--- config.mk ---
export PLATFORM = sky130hd
export DESIGN_NAME = eased_2d_position_tween_unit
export DESIGN_NICKNAME = d
export VERILOG_FILES = /design/src/rtl/core/ept_pkg.sv /design/src/rtl/core/ept_ctrl.sv /design/src/rtl/core/ept_dpath.sv /design/src/rtl/core/eased_2d_position_tween_unit.sv
export SDC_FILE = /design/constraint.sdc
export NUM_CORES = 2
export LEC_CHECK = 0
export ABC_AREA = 1
export BUFFER_PORTS_ARGS = -buffer_cell sky130_fd_sc_hd__buf_2
export CAP_MARGIN = 20
export CORE_MARGIN = 4
export CORE_UTILIZATION = 35
export CTS_CLUSTER_DIAMETER = 30
export DETAILED_ROUTE_END_ITERATION = 10
export MAX_ROUTING_LAYER = met4
export SLEW_MARGIN = 0
export SYNTH_ARGS = -nofsm -noshare
export SYNTH_HDL_FRONTEND = slang
export SYNTH_HIERARCHICAL = 1
export SYNTH_SLANG_ARGS = --single-unit
--- constraint.sdc ---
create_clock -name clk -period 10.5 [get_ports clk]
set_input_delay 2.1 -clock clk [delete_from_list [all_inputs] [get_ports clk]]
set_output_delay 2.1 -clock clk [all_outputs]
set_load 0.02 [all_outputs]
--- src/rtl/core/ept_pkg.sv ---
package ept_pkg;

	localparam int POS_W     = 32;
	localparam int TIME_W    = 32;
	localparam int DELTA_W   = 20;
	localparam int FUNC_W    = 2;
	localparam int MODE_W    = 2;
	localparam int CFG_IDX_W = 3;
	localparam int CFG_W     = 32;
	localparam int FRAC_W    = 16;

	// Restoring divider: one quotient bit per cycle, t has FRAC_W bits.
	localparam int DIV_STEPS = FRAC_W;
	localparam int DIV_CNT_W = $clog2(DIV_STEPS);

	// Multiplier operand and product widths.
	localparam int MUL_A_W = POS_W + 1;
	localparam int MUL_B_W = FRAC_W + 2;
	localparam int PROD_W  = MUL_A_W + MUL_B_W + 1;

	localparam logic [FRAC_W:0]    Q_ONE    = 17'd65536;
	localparam logic [MUL_B_W-1:0] SMOOTH_K = 18'd196608;

	typedef enum logic [FUNC_W-1:0] {
		FUNC_TICK   = 2'd0,
		FUNC_START  = 2'd1,
		FUNC_FINISH = 2'd2
	} func_t;

	typedef enum logic [MODE_W-1:0] {
		EASE_LINEAR = 2'd0,
		EASE_SMOOTH = 2'd1,
		EASE_IN     = 2'd2,
		EASE_OUT    = 2'd3
	} ease_t;

	typedef enum logic [CFG_IDX_W-1:0] {
		REG_START_X     = 3'd0,
		REG_START_Y     = 3'd1,
		REG_END_X       = 3'd2,
		REG_END_Y       = 3'd3,
		REG_DURATION    = 3'd4,
		REG_EASING_MODE = 3'd5
	} reg_idx_t;

	typedef enum logic [3:0] {
		ST_IDLE,
		ST_CHECK,
		ST_DIV,
		ST_SQ,
		ST_EASE,
		ST_SMOOTH,
		ST_LX,
		ST_LY,
		ST_FY,
		ST_EMIT_END,
		ST_EMIT_CALC
	} state_t;

	typedef enum logic [1:0] {
		MUL_SQ,
		MUL_SMOOTH,
		MUL_LX,
		MUL_LY
	} mul_sel_t;

	typedef enum logic [1:0] {
		E_T,
		E_PROD,
		E_INV
	} e_src_t;

	typedef struct packed {
		logic [FUNC_W-1:0]  func;
		logic [DELTA_W-1:0] delta_time;
	} in_item_t;

	typedef struct packed {
		logic signed [POS_W-1:0] pos_x;
		logic signed [POS_W-1:0] pos_y;
		logic                    done_res;
	} out_item_t;

	typedef struct packed {
		logic     age_clr;
		logic     age_add;
		logic     div_start;
		logic     div_step;
		mul_sel_t mul_sel;
		logic     e_load;
		e_src_t   e_src;
		logic     pos_x_load;
		logic     pos_y_load;
		logic     out_load;
		logic     out_end;
	} ctrl_cmd_t;

	typedef struct packed {
		logic  dur_zero;
		logic  age_reached;
		ease_t mode;
		logic  div_last;
		logic  slot_free;
	} dp_sts_t;

endpackage

--- src/rtl/core/ept_ctrl.sv ---
module ept_ctrl (
	input  logic                          clk,
	input  logic                          arst_n,
	input  logic                          in_valid,
	output logic                          in_stall,
	input  logic [ept_pkg::FUNC_W-1:0]    func,
	input  ept_pkg::dp_sts_t              sts,
	output ept_pkg::ctrl_cmd_t            cmd
);
	import ept_pkg::*;

	state_t state_q, state_d;
	logic   running_q, running_d;

	always_ff @(posedge clk or negedge arst_n) begin
		if (!arst_n) begin
			state_q   <= ST_IDLE;
			running_q <= 1'b0;
		end else begin
			state_q   <= state_d;
			running_q <= running_d;
		end
	end

	assign in_stall = (state_q != ST_IDLE);

	always_comb begin
		state_d     = state_q;
		running_d   = running_q;
		cmd         = '0;
		cmd.mul_sel = MUL_SQ;
		cmd.e_src   = E_T;
		case (state_q)
			ST_IDLE: begin
				if (in_valid) begin
					case (func)
						FUNC_START: begin
							running_d   = 1'b1;
							cmd.age_clr = 1'b1;
						end
						FUNC_FINISH: begin
							if (running_q) begin
								running_d = 1'b0;
								state_d   = ST_EMIT_END;
							end
						end
						FUNC_TICK: begin
							if (running_q) begin
								if (sts.dur_zero) begin
									running_d = 1'b0;
									state_d   = ST_EMIT_END;
								end else begin
									cmd.age_add = 1'b1;
									state_d     = ST_CHECK;
								end
							end
						end
						default: ;
					endcase
				end
			end
			ST_CHECK: begin
				if (sts.age_reached) begin
					running_d = 1'b0;
					state_d   = ST_EMIT_END;
				end else begin
					cmd.div_start = 1'b1;
					state_d       = ST_DIV;
				end
			end
			ST_DIV: begin
				cmd.div_step = 1'b1;
				if (sts.div_last) begin
					state_d = ST_SQ;
				end
			end
			ST_SQ: begin
				cmd.mul_sel = MUL_SQ;
				state_d     = ST_EASE;
			end
			ST_EASE: begin
				case (sts.mode)
					EASE_SMOOTH: begin
						cmd.mul_sel = MUL_SMOOTH;
						state_d     = ST_SMOOTH;
					end
					EASE_IN: begin
						cmd.e_load = 1'b1;
						cmd.e_src  = E_PROD;
						state_d    = ST_LX;
					end
					EASE_OUT: begin
						cmd.e_load = 1'b1;
						cmd.e_src  = E_INV;
						state_d    = ST_LX;
					end
					default: begin
						cmd.e_load = 1'b1;
						cmd.e_src  = E_T;
						state_d    = ST_LX;
					end
				endcase
			end
			ST_SMOOTH: begin
				cmd.e_load = 1'b1;
				cmd.e_src  = E_PROD;
				state_d    = ST_LX;
			end
			ST_LX: begin
				cmd.mul_sel = MUL_LX;
				state_d     = ST_LY;
			end
			ST_LY: begin
				cmd.mul_sel    = MUL_LY;
				cmd.pos_x_load = 1'b1;
				state_d        = ST_FY;
			end
			ST_FY: begin
				cmd.pos_y_load = 1'b1;
				state_d        = ST_EMIT_CALC;
			end
			ST_EMIT_END: begin
				if (sts.slot_free) begin
					cmd.out_load = 1'b1;
					cmd.out_end  = 1'b1;
					state_d      = ST_IDLE;
				end
			end
			ST_EMIT_CALC: begin
				if (sts.slot_free) begin
					cmd.out_load = 1'b1;
					state_d      = ST_IDLE;
				end
			end
			default: state_d = ST_IDLE;
		endcase
	end

endmodule

--- src/rtl/core/ept_dpath.sv ---
module ept_dpath (
	input  logic                          clk,
	input  logic                          arst_n,
	input  logic                          cfg_we,
	input  logic [ept_pkg::CFG_IDX_W-1:0] cfg_index,
	input  logic [ept_pkg::CFG_W-1:0]     cfg_data,
	input  logic [ept_pkg::DELTA_W-1:0]   delta_time,
	input  ept_pkg::ctrl_cmd_t            cmd,
	output ept_pkg::dp_sts_t              sts,
	output logic                          out_valid,
	input  logic                          out_stall,
	output ept_pkg::out_item_t            out_item
);
	import ept_pkg::*;

	logic [POS_W-1:0]  start_x_q, start_y_q, end_x_q, end_y_q;
	logic [TIME_W-1:0] dur_q;
	ease_t             mode_q;

	logic [TIME_W-1:0] age_q;
	logic [TIME_W:0]   age_sum;

	logic [TIME_W-1:0]    rem_q;
	logic [FRAC_W-1:0]    quo_q;
	logic [DIV_CNT_W-1:0] cnt_q;
	logic [TIME_W:0]      rem_sh;
	logic                 rem_ge;

	logic [FRAC_W:0]             t17, u17, sq_op, prod_hi, e_q;
	logic signed [MUL_A_W-1:0]   mul_a;
	logic [MUL_B_W-1:0]          mul_b;
	logic signed [PROD_W-1:0]    prod_d, prod_q;
	logic [POS_W-1:0]            pos_x_q, pos_y_q;

	logic      out_valid_q;
	out_item_t out_q;
	logic      slot_free;

	always_ff @(posedge clk or negedge arst_n) begin
		if (!arst_n) begin
			start_x_q <= '0;
			start_y_q <= '0;
			end_x_q   <= '0;
			end_y_q   <= '0;
			dur_q     <= '0;
			mode_q    <= EASE_LINEAR;
		end else if (cfg_we) begin
			case (cfg_index)
				REG_START_X:     start_x_q <= cfg_data[POS_W-1:0];
				REG_START_Y:     start_y_q <= cfg_data[POS_W-1:0];
				REG_END_X:       end_x_q   <= cfg_data[POS_W-1:0];
				REG_END_Y:       end_y_q   <= cfg_data[POS_W-1:0];
				REG_DURATION:    dur_q     <= cfg_data[TIME_W-1:0];
				REG_EASING_MODE: mode_q    <= ease_t'(cfg_data[MODE_W-1:0]);
				default: ;
			endcase
		end
	end

	// The age saturates instead of wrapping.
	assign age_sum = {1'b0, age_q} + (TIME_W+1)'(delta_time);

	always_ff @(posedge clk or negedge arst_n) begin
		if (!arst_n) begin
			age_q <= '0;
		end else if (cmd.age_clr) begin
			age_q <= '0;
		end else if (cmd.age_add) begin
			age_q <= age_sum[TIME_W] ? '1 : age_sum[TIME_W-1:0];
		end
	end

	// Restoring division of age * 2^16 by duration; age is below duration here,
	// so the remainder always fits in TIME_W bits.
	assign rem_sh = {rem_q, 1'b0};
	assign rem_ge = (rem_sh >= {1'b0, dur_q});

	always_ff @(posedge clk or negedge arst_n) begin
		if (!arst_n) begin
			cnt_q <= '0;
		end else if (cmd.div_start) begin
			cnt_q <= '0;
		end else if (cmd.div_step) begin
			cnt_q <= cnt_q + 1'b1;
		end
	end

	always_ff @(posedge clk) begin
		if (cmd.div_start) begin
			rem_q <= age_q;
			quo_q <= '0;
		end else if (cmd.div_step) begin
			rem_q <= rem_ge ? TIME_W'(rem_sh - {1'b0, dur_q}) : rem_sh[TIME_W-1:0];
			quo_q <= {quo_q[FRAC_W-2:0], rem_ge};
		end
	end

	assign t17     = {1'b0, quo_q};
	assign u17     = Q_ONE - t17;
	assign sq_op   = (mode_q == EASE_OUT) ? u17 : t17;
	assign prod_hi = prod_q[2*FRAC_W:FRAC_W];

	always_comb begin
		case (cmd.mul_sel)
			MUL_SQ: begin
				mul_a = $signed(MUL_A_W'(sq_op));
				mul_b = MUL_B_W'(sq_op);
			end
			MUL_SMOOTH: begin
				mul_a = $signed(MUL_A_W'(prod_hi));
				mul_b = SMOOTH_K - {1'b0, quo_q, 1'b0};
			end
			MUL_LX: begin
				mul_a = $signed({end_x_q[POS_W-1], end_x_q} - {start_x_q[POS_W-1], start_x_q});
				mul_b = MUL_B_W'(e_q);
			end
			MUL_LY: begin
				mul_a = $signed({end_y_q[POS_W-1], end_y_q} - {start_y_q[POS_W-1], start_y_q});
				mul_b = MUL_B_W'(e_q);
			end
			default: begin
				mul_a = '0;
				mul_b = '0;
			end
		endcase
	end

	assign prod_d = mul_a * $signed({1'b0, mul_b});

	always_ff @(posedge clk) begin
		prod_q <= prod_d;
	end

	always_ff @(posedge clk) begin
		if (cmd.e_load) begin
			case (cmd.e_src)
				E_PROD:  e_q <= prod_hi;
				E_INV:   e_q <= Q_ONE - prod_hi;
				default: e_q <= t17;
			endcase
		end
	end

	// The arithmetic shift of the signed product floors toward minus infinity.
	always_ff @(posedge clk) begin
		if (cmd.pos_x_load) begin
			pos_x_q <= start_x_q + prod_q[FRAC_W+POS_W-1:FRAC_W];
		end
		if (cmd.pos_y_load) begin
			pos_y_q <= start_y_q + prod_q[FRAC_W+POS_W-1:FRAC_W];
		end
	end

	assign slot_free = !out_valid_q || !out_stall;

	always_ff @(posedge clk or negedge arst_n) begin
		if (!arst_n) begin
			out_valid_q <= 1'b0;
		end else if (cmd.out_load) begin
			out_valid_q <= 1'b1;
		end else if (!out_stall) begin
			out_valid_q <= 1'b0;
		end
	end

	always_ff @(posedge clk) begin
		if (cmd.out_load) begin
			out_q.pos_x    <= cmd.out_end ? end_x_q : pos_x_q;
			out_q.pos_y    <= cmd.out_end ? end_y_q : pos_y_q;
			out_q.done_res <= cmd.out_end;
		end
	end

	assign out_valid = out_valid_q;
	assign out_item  = out_q;

	assign sts.dur_zero    = (dur_q == '0);
	assign sts.age_reached = (age_q >= dur_q);
	assign sts.mode        = mode_q;
	assign sts.div_last    = (cnt_q == DIV_CNT_W'(DIV_STEPS - 1));
	assign sts.slot_free   = slot_free;

endmodule

--- src/rtl/core/eased_2d_position_tween_unit.sv ---
// Channel   Signals                        Moves
// -------   ----------------------------   ---------------------------------
// in        in_valid, in_stall, in_item    command item: func, delta_time
// out       out_valid, out_stall, out_item result item: pos_x, pos_y, done_res
// cfg       cfg_we, cfg_index, cfg_data    register write, no wait
//
// A start item gives no result. A finish or a snap goes through the end-emit state to the
// output register, and a tick that reaches the end first goes through the age check.
// A tick in progress checks the age, runs the bit-per-cycle divider for t, makes passes
// through one shared multiplier (an extra pass for smoothstep) and loads the output
// register.
// Reset clears the registers, the age and the running flag; the block works on one
// item at a time and takes the next while a result waits in the output register.
// A result that is still held back by out_stall keeps the next result, and so the
// input, waiting.
module eased_2d_position_tween_unit (
	input  logic                          clk,
	input  logic                          arst_n,
	input  logic                          in_valid,
	output logic                          in_stall,
	input  ept_pkg::in_item_t             in_item,
	output logic                          out_valid,
	input  logic                          out_stall,
	output ept_pkg::out_item_t            out_item,
	input  logic                          cfg_we,
	input  logic [ept_pkg::CFG_IDX_W-1:0] cfg_index,
	input  logic [ept_pkg::CFG_W-1:0]     cfg_data
);
	import ept_pkg::*;

	ctrl_cmd_t cmd;
	dp_sts_t   sts;

	ept_ctrl u_ctrl (
		.clk      (clk),
		.arst_n   (arst_n),
		.in_valid (in_valid),
		.in_stall (in_stall),
		.func     (in_item.func),
		.sts      (sts),
		.cmd      (cmd)
	);

	ept_dpath u_dpath (
		.clk        (clk),
		.arst_n     (arst_n),
		.cfg_we     (cfg_we),
		.cfg_index  (cfg_index),
		.cfg_data   (cfg_data),
		.delta_time (in_item.delta_time),
		.cmd        (cmd),
		.sts        (sts),
		.out_valid  (out_valid),
		.out_stall  (out_stall),
		.out_item   (out_item)
	);

`ifndef SYNTH
	// A pending result is never overwritten.
	a_no_overwrite: assert property (@(posedge clk) disable iff (!arst_n)
		cmd.out_load |-> sts.slot_free)
		else $error("result loaded while the output item is still pending");

	// A start item never produces a result.
	a_start_silent: assert property (@(posedge clk) disable iff (!arst_n)
		(in_valid && !in_stall && (in_item.func == FUNC_START) && !out_valid)
		|=> !out_valid)
		else $error("start item produced a result");

	// Results are only loaded while an item is in work.
	a_load_busy: assert property (@(posedge clk) disable iff (!arst_n)
		cmd.out_load |-> in_stall)
		else $error("result loaded while the controller is idle");
`endif

endmodule

# Yosys cells after proc, flatten, opt, wreduce, memory -nomap -nowiden
# Cells that the tools add are included.
classes:
  eq_ne: 35
  mux: 49
  add_sub_neg: 10
  reduce_logical: 22
  multipliers: 1
  order_cmp: 2
ops:
  columns: ["op", "n"]
  rows:
  - ["$mux 32", 8]
  - ["$pmux 33 s4", 1]
  - ["$sub 32x32->33", 2]
  - ["$add 32x32->32", 2]
  - ["$pmux 18 s3", 1]
  - ["$mul 33x19->48", 1]
  - ["$pmux 4 s10", 1]
  - ["$mux 4", 9]
  - ["$pmux 17 s2", 1]
  - ["$add 32x20->33", 1]
  - ["$ge 33x32->1", 1]
  - ["$ge 32x32->1", 1]
  - ["$logic_not 32->1", 1]
  - ["$sub 32x32->32", 1]
  - ["$sub 18x17->18 const A", 1]
  - ["$mux 17", 1]
  - ["$sub 17x16->17 const A", 1]
  - ["$sub 17x17->17 const A", 1]
  - ["$eq 4x3->1 const B", 4]
  - ["$eq 4x4->1 const B", 4]
  - ["$mux 1", 16]
  - ["$eq 2x2->1 const B", 6]
  - ["$reduce_and 2->1", 6]
  - ["$pmux 3 s3", 1]
  - ["other kinds (28)", 47]
totals:
  wordCells: 139
  inputBits: 62
  output_inout_bits: 67
  reg_bits: 446

# Longest topological paths before layout
logic_depth:
  depth_word: 8
  ltp_mapped: 45
  depth_no_buf: 44

# Modules after synthesis
# The synthesis kept the hierarchy.
modules_own_cells:
  columns: ["module", "area_each_um2", "instances", "cells_each", "seq_area_each_um2"]
  rows:
  - ["ept_dpath", 47500.6, 1, 5943, 11285.8]
  - ["ept_ctrl", 563.0, 1, 95, 125.1]

# Least setup slack after synthesis
# OpenSTA, ideal clock, no wires.
synth_path:
  path_kind: "in2reg"
  from: "in out_stall"
  to: "reg u_dpath.out_q, in the netlist u_dpath/out_item[0] (enable)"
  required_ps: 9916
  stages: 4
  arrival_time_ps: 7074
  path_slack_ps: 2842
  n_path_buf: 1
  setup_ps: 584
  cell_sequence: "nand2_1 > buf_4 > inv_1 > nor3b_1"
synth_rtl:
  columns: ["element", "line_no", "text"]
  rows:
  - ["start: declaration", "eased_2d_position_tween_unit.sv:23", "input logic out_stall,"]
  - ["end: declaration", "ept_dpath.sv:36", "out_item_t out_q;"]

# Final worst setup path
layout_path:
  from: "reg u_dpath.end_x_q[0]"
  to: "reg u_dpath.prod_q[42]"
layout_via:
  elab_chain_cells: 3
layout_rtl:
  columns: ["element", "line_no", "text"]
  rows:
  - ["start: declaration", "ept_dpath.sv:16", "logic [POS_W-1:0] start_x_q, start_y_q, end_x_q, end_y_q;"]
  - ["start signal: assignment", "ept_dpath.sv:51", "REG_END_X: end_x_q <= cfg_data[POS_W-1:0];"]
  - ["$sub 32x32->33", "ept_dpath.sv:114", "mul_a = $signed({end_x_q[POS_W-1], end_x_q} - {start_x_q[POS_W-1], start_x_q});"]
  - ["$pmux 33 s4", "ept_dpath.sv:104", "case (cmd.mul_sel)"]
  - ["$mul 33x19->48", "ept_dpath.sv:128", "assign prod_d = mul_a * $signed({1'b0, mul_b});"]
  - ["net u_dpath.prod_d[42]", "ept_dpath.sv:32", "logic signed [PROD_W-1:0] prod_d, prod_q;"]
  - ["end signal: assignment", "ept_dpath.sv:131", "prod_q <= prod_d;"]
  - ["end: declaration", "ept_dpath.sv:32", null]
# The timed path passes the listed nets, and every way through them passes these cells.
# A chain may end at the register's enable or synchronous reset.

==> run metrics <==
number of stages on the worst hold path 1; endpoint with the worst hold slack u_dpath/cnt_q[3]$_DFFE_PN0P_; unrepaired setup endpoints after global routing false; share of post-route cells with drive strength above 1 0.0797; clock transition at the register clock pins on the worst setup and hold paths after CTS 0.05 ns; post-synth cell types 68; placement row count 135; kind of start point of the critical path flop; path category of the worst min-delay check flop to flop; design area 53,700 µm²; reported leakage power 26.3 nW; number of setup buffers added after CTS 0; number of inserted filler cells in the final layout 14,000; r2r startpoint u_dpath/end_x_q[0]$_DFFE_PN0P_; Critical Setup Path Class flop to flop; Tot Pwr 0.0174 W; pre-CTS worst setup slack 1.63 ns; initial antenna violation count 0; peak ir drop on the vdd network 0.205 mV; Routed wire per std cell 20.0 µm; total clock buffers created by CTS 84; via count of the routed design 41,000; Worst-Margin Slew 1.10 ns; overall routing resource usage 0.229; most frequent cell on the critical path nand2_1; Ant. Diodes 0; max-cap viol count 0; worst reg-to-reg path cell count 40; number of nets at the end of the flow 7,104; minimum clock period 9.09 ns; starting utilization of the core area 0.353; clock tree from TritonCTS built; count of hold-fix buffers inserted at cts 0; first-pass GRT wire length 246,000 µm; origin of the worst min-delay path u_dpath/cnt_q[3]$_DFFE_PN0P_; Post-synth EDFFs 178; Vert. Die Dim 379 µm; largest buffer count on any clock path 3; buffers added on ports 128; Pwr per Cell Area 324 nW/µm²; fraction of the cycle the final worst path needs 0.866; Worst Path Arrival 9.64 ns; total of flip-flops plus latches after synthesis 430; dpl cell area 50,800 µm²; drc violations 0; synthesis-to-layout area growth 11.6%; slack of the worst reg-to-reg path 1.41 ns; hold violation count in the final report 0; delay of the slowest cell on the worst path 0.67 ns; Boundary Pins 129; critical path peak fanout 11; headroom to the max-slew limit 0.270; root buffer cell clkbuf_16; router iterations before antenna repair 6; clk_lat worst skew 0.67 ns; post-detailed-route via-to-cell ratio 5.12; Setup TNS 0 ns; core footprint 136,000 µm²; Post-Syn Area 48,100 µm²; standard cell with the maximum stage delay on the critical path nand2_1; status complete, no violations; horizontal die dimension 379 µm; final max-slew violation count 0; average instance area after synthesis 7.96 µm²; clock skew 0.0549 ns; Post-Synthesis Cells 6,038; worst reg2reg endpoint u_dpath/prod_q[42]$_DFF_P_; async set-reset flop share out of synthesis 0.474; maximum achievable frequency 110 MHz; area of the multi-input gates 31,300 µm²; Setup violations, final 0; antenna-violating nets left 0; Sinks on Clock Net 430; maximum number of pins on one net before global-route repair 107; detailed router's first-iteration violation count 3,130; weighted congestion reported at the end of routability-driven placement 0.967; count of instances resized after the clock tree is built 0; total global routing overflow 0; CP Data Required Time 11.05 ns; minimum setup slack in the final design 1.41 ns; Seq. cell area 11,400 µm²; count of synthesis-stage warnings from yosys 6; sequential share of the synthesized area 0.237; WL final 161,000 µm; flip-flop cell with the highest count after synthesis dfrtp_1; vias in the first global route 41,800; endpoint type of the worst setup path flop; hpwl dp 129,000 µm; total number of H-tree levels 3; floorplan die area 143,000 µm²
synth_stat cells, drive strengths merged, types with 2 or more instances:
| library cell | count | area (µm²) |
|---|---|---|
| or2 | 33 | 206 |
| o31ai | 8 | 60.1 |
| nor4 | 18 | 119 |
| a21oi | 324 | 1630 |
| xnor2 | 59 | 517 |
| o2111ai | 6 | 52.6 |
| a211oi | 9 | 67.6 |
| edfxtp | 178 | 5350 |
| o21a | 18 | 135 |
| dfxtp | 48 | 961 |
| a211o | 2 | 17.5 |
| a31o | 3 | 26.3 |
| inv | 1270 | 4770 |
| nand2 | 1309 | 4960 |
| nand3 | 178 | 916 |
| a21o | 13 | 97.6 |
| clkbuf | 120 | 452 |
| ha | 331 | 4140 |
| o221a | 2 | 22.5 |
| nor3 | 49 | 245 |
| nand4 | 31 | 200 |
| o21bai | 23 | 188 |
| fa | 549 | 11000 |
| o211ai | 42 | 315 |
| o21ai | 423 | 2120 |
| o311ai | 4 | 35.0 |
| a21boi | 11 | 82.6 |
| o22ai | 24 | 150 |
| o221ai | 11 | 103 |
| xor2 | 100 | 876 |
| a221oi | 2 | 17.5 |
| and3 | 6 | 37.5 |
| mux2 | 62 | 698 |
| a31oi | 25 | 156 |
| a22oi | 11 | 82.6 |
| nor2 | 482 | 1870 |
| buf | 30 | 165 |
| nand3b | 7 | 52.6 |
| clkinv | 7 | 27.5 |
| dfrtp | 204 | 5100 |
metrics by stage:
stage / hold slack [ns] / utilization / std cells
6_report: 0.473 / 0.395 / 8015
3_5_place_dp: 0.467 / 0.374 / 7857
5_1_grt: 0.505 / 0.395 / 8015
4_1_cts: 0.474 / 0.395 / 8015
2_1_floorplan: 0.434 / - / 6050
3_3_place_gp: 0.466 / 0.373 / 7855
cell type report:
type	instances	area share
clock inverter	58	0.0123
sequential	430	0.213
tap	1781	0.0415
timing repair buffer	176	0.0189
clock buffer	100	0.0410
multi-input combinational	4193	0.584
inverter	1277	0.0894
sequential cells by signal (all words and copies together) (netlist names):
signal	flops
u_dpath/quo_q	16
u_dpath/end_x_q	32
u_dpath/pos_x_q	32
u_dpath/prod_q	32
u_dpath/e_q	17
u_ctrl/running_q	1
u_dpath/out_valid	1
u_dpath/cnt_q	4
u_dpath/dur_q	32
u_ctrl/state_q	4
u_dpath/out_item	65
u_dpath/age_q	32
u_dpath/start_x_q	32
u_dpath/mode_q	2
u_dpath/start_y_q	32
u_dpath/end_y_q	32
u_dpath/rem_q	32
u_dpath/pos_y_q	32
layout by cell type (no fill, tap or decap), drive strengths merged, types with 7 or more instances in the layout:
master	netlist	layout
nand3	178	178
nand4	31	31
o21a	18	18
conb	1	13
a21oi	324	324
edfxtp	178	178
mux2	62	62
o211ai	42	42
nand2	1309	1309
a21boi	11	11
o21ai	423	423
ha	331	331
inv	1270	1290
nor2	482	482
a22oi	11	11
o22ai	24	24
fa	549	549
clkinv	7	32
o21bai	23	23
a21o	13	13
xnor2	59	59
buf	30	176
dfxtp	48	48
clkbuf	120	100
clkinvlp	0	7
or2	33	33
dfrtp	204	204
nor4	18	18
o31ai	8	8
a211oi	9	9
o221ai	11	11
nor3	49	49
nand3b	7	7
a31oi	25	25
xor2	100	100
worst max-delay path by stage:
stage	to	from
finish	u_dpath/prod_q[42]$_DFF_P_	u_dpath/end_x_q[0]$_DFFE_PN0P_
global route	u_dpath/prod_q[47]$_DFF_P_	u_ctrl/state_q[1]$_DFFE_PN0P_
CTS	u_dpath/prod_q[42]$_DFF_P_	u_dpath/end_x_q[0]$_DFFE_PN0P_
detailed placement	u_dpath/prod_q[42]$_DFF_P_	u_dpath/end_x_q[0]$_DFFE_PN0P_
global placement	u_dpath/prod_q[42]$_DFF_P_	u_dpath/end_x_q[0]$_DFFE_PN0P_
floorplan	u_dpath/out_item[0]$_DFFE_PP_	out_stall
layer usage:
layer  GRT usage  routed length, µm  vias to the layer above
met3      0.0269               9570                      319
met5           -                  0                        -
met1       0.287              67100                    20100
met4      0.0866               6650                        0
li1            -                  -                    19200
met2       0.381              77300                     1398
power breakdown:
group	switching (W)	internal, W	total (W)
Sequential	0.000472	0.00242	0.00290
Combinational	0.00794	0.00385	0.0118
Clock	0.00102	0.00169	0.00270
critical path: cells and delay by family (launching register included):
family                   cells  cell delay (ns)
adder cells (fa/ha/maj)      9             4.04
AND/OR/NAND/NOR             14             2.18
AO/OA/AOI/OAI                8             1.71
buffers and inverters        8             0.50
flip-flops                   1             0.37
XOR/XNOR                     1             0.15
cells by family (layout without fill, tap and decap cells):
logic type | Yosys count | in the layout | synth area share
buffers and inverters | 1427 | 1611 | 0.113
AO/OA/AOI/OAI | 963 | 963 | 0.112
XOR/XNOR | 159 | 159 | 0.0290
other | 1 | 13 | 0.0000780
AND/OR/NAND/NOR | 2116 | 2116 | 0.180
multiplexers | 62 | 62 | 0.0145
flip-flops | 430 | 430 | 0.237
adder cells (fa/ha/maj) | 880 | 880 | 0.315
No activity file was read; power rests on OpenSTA's default activity.
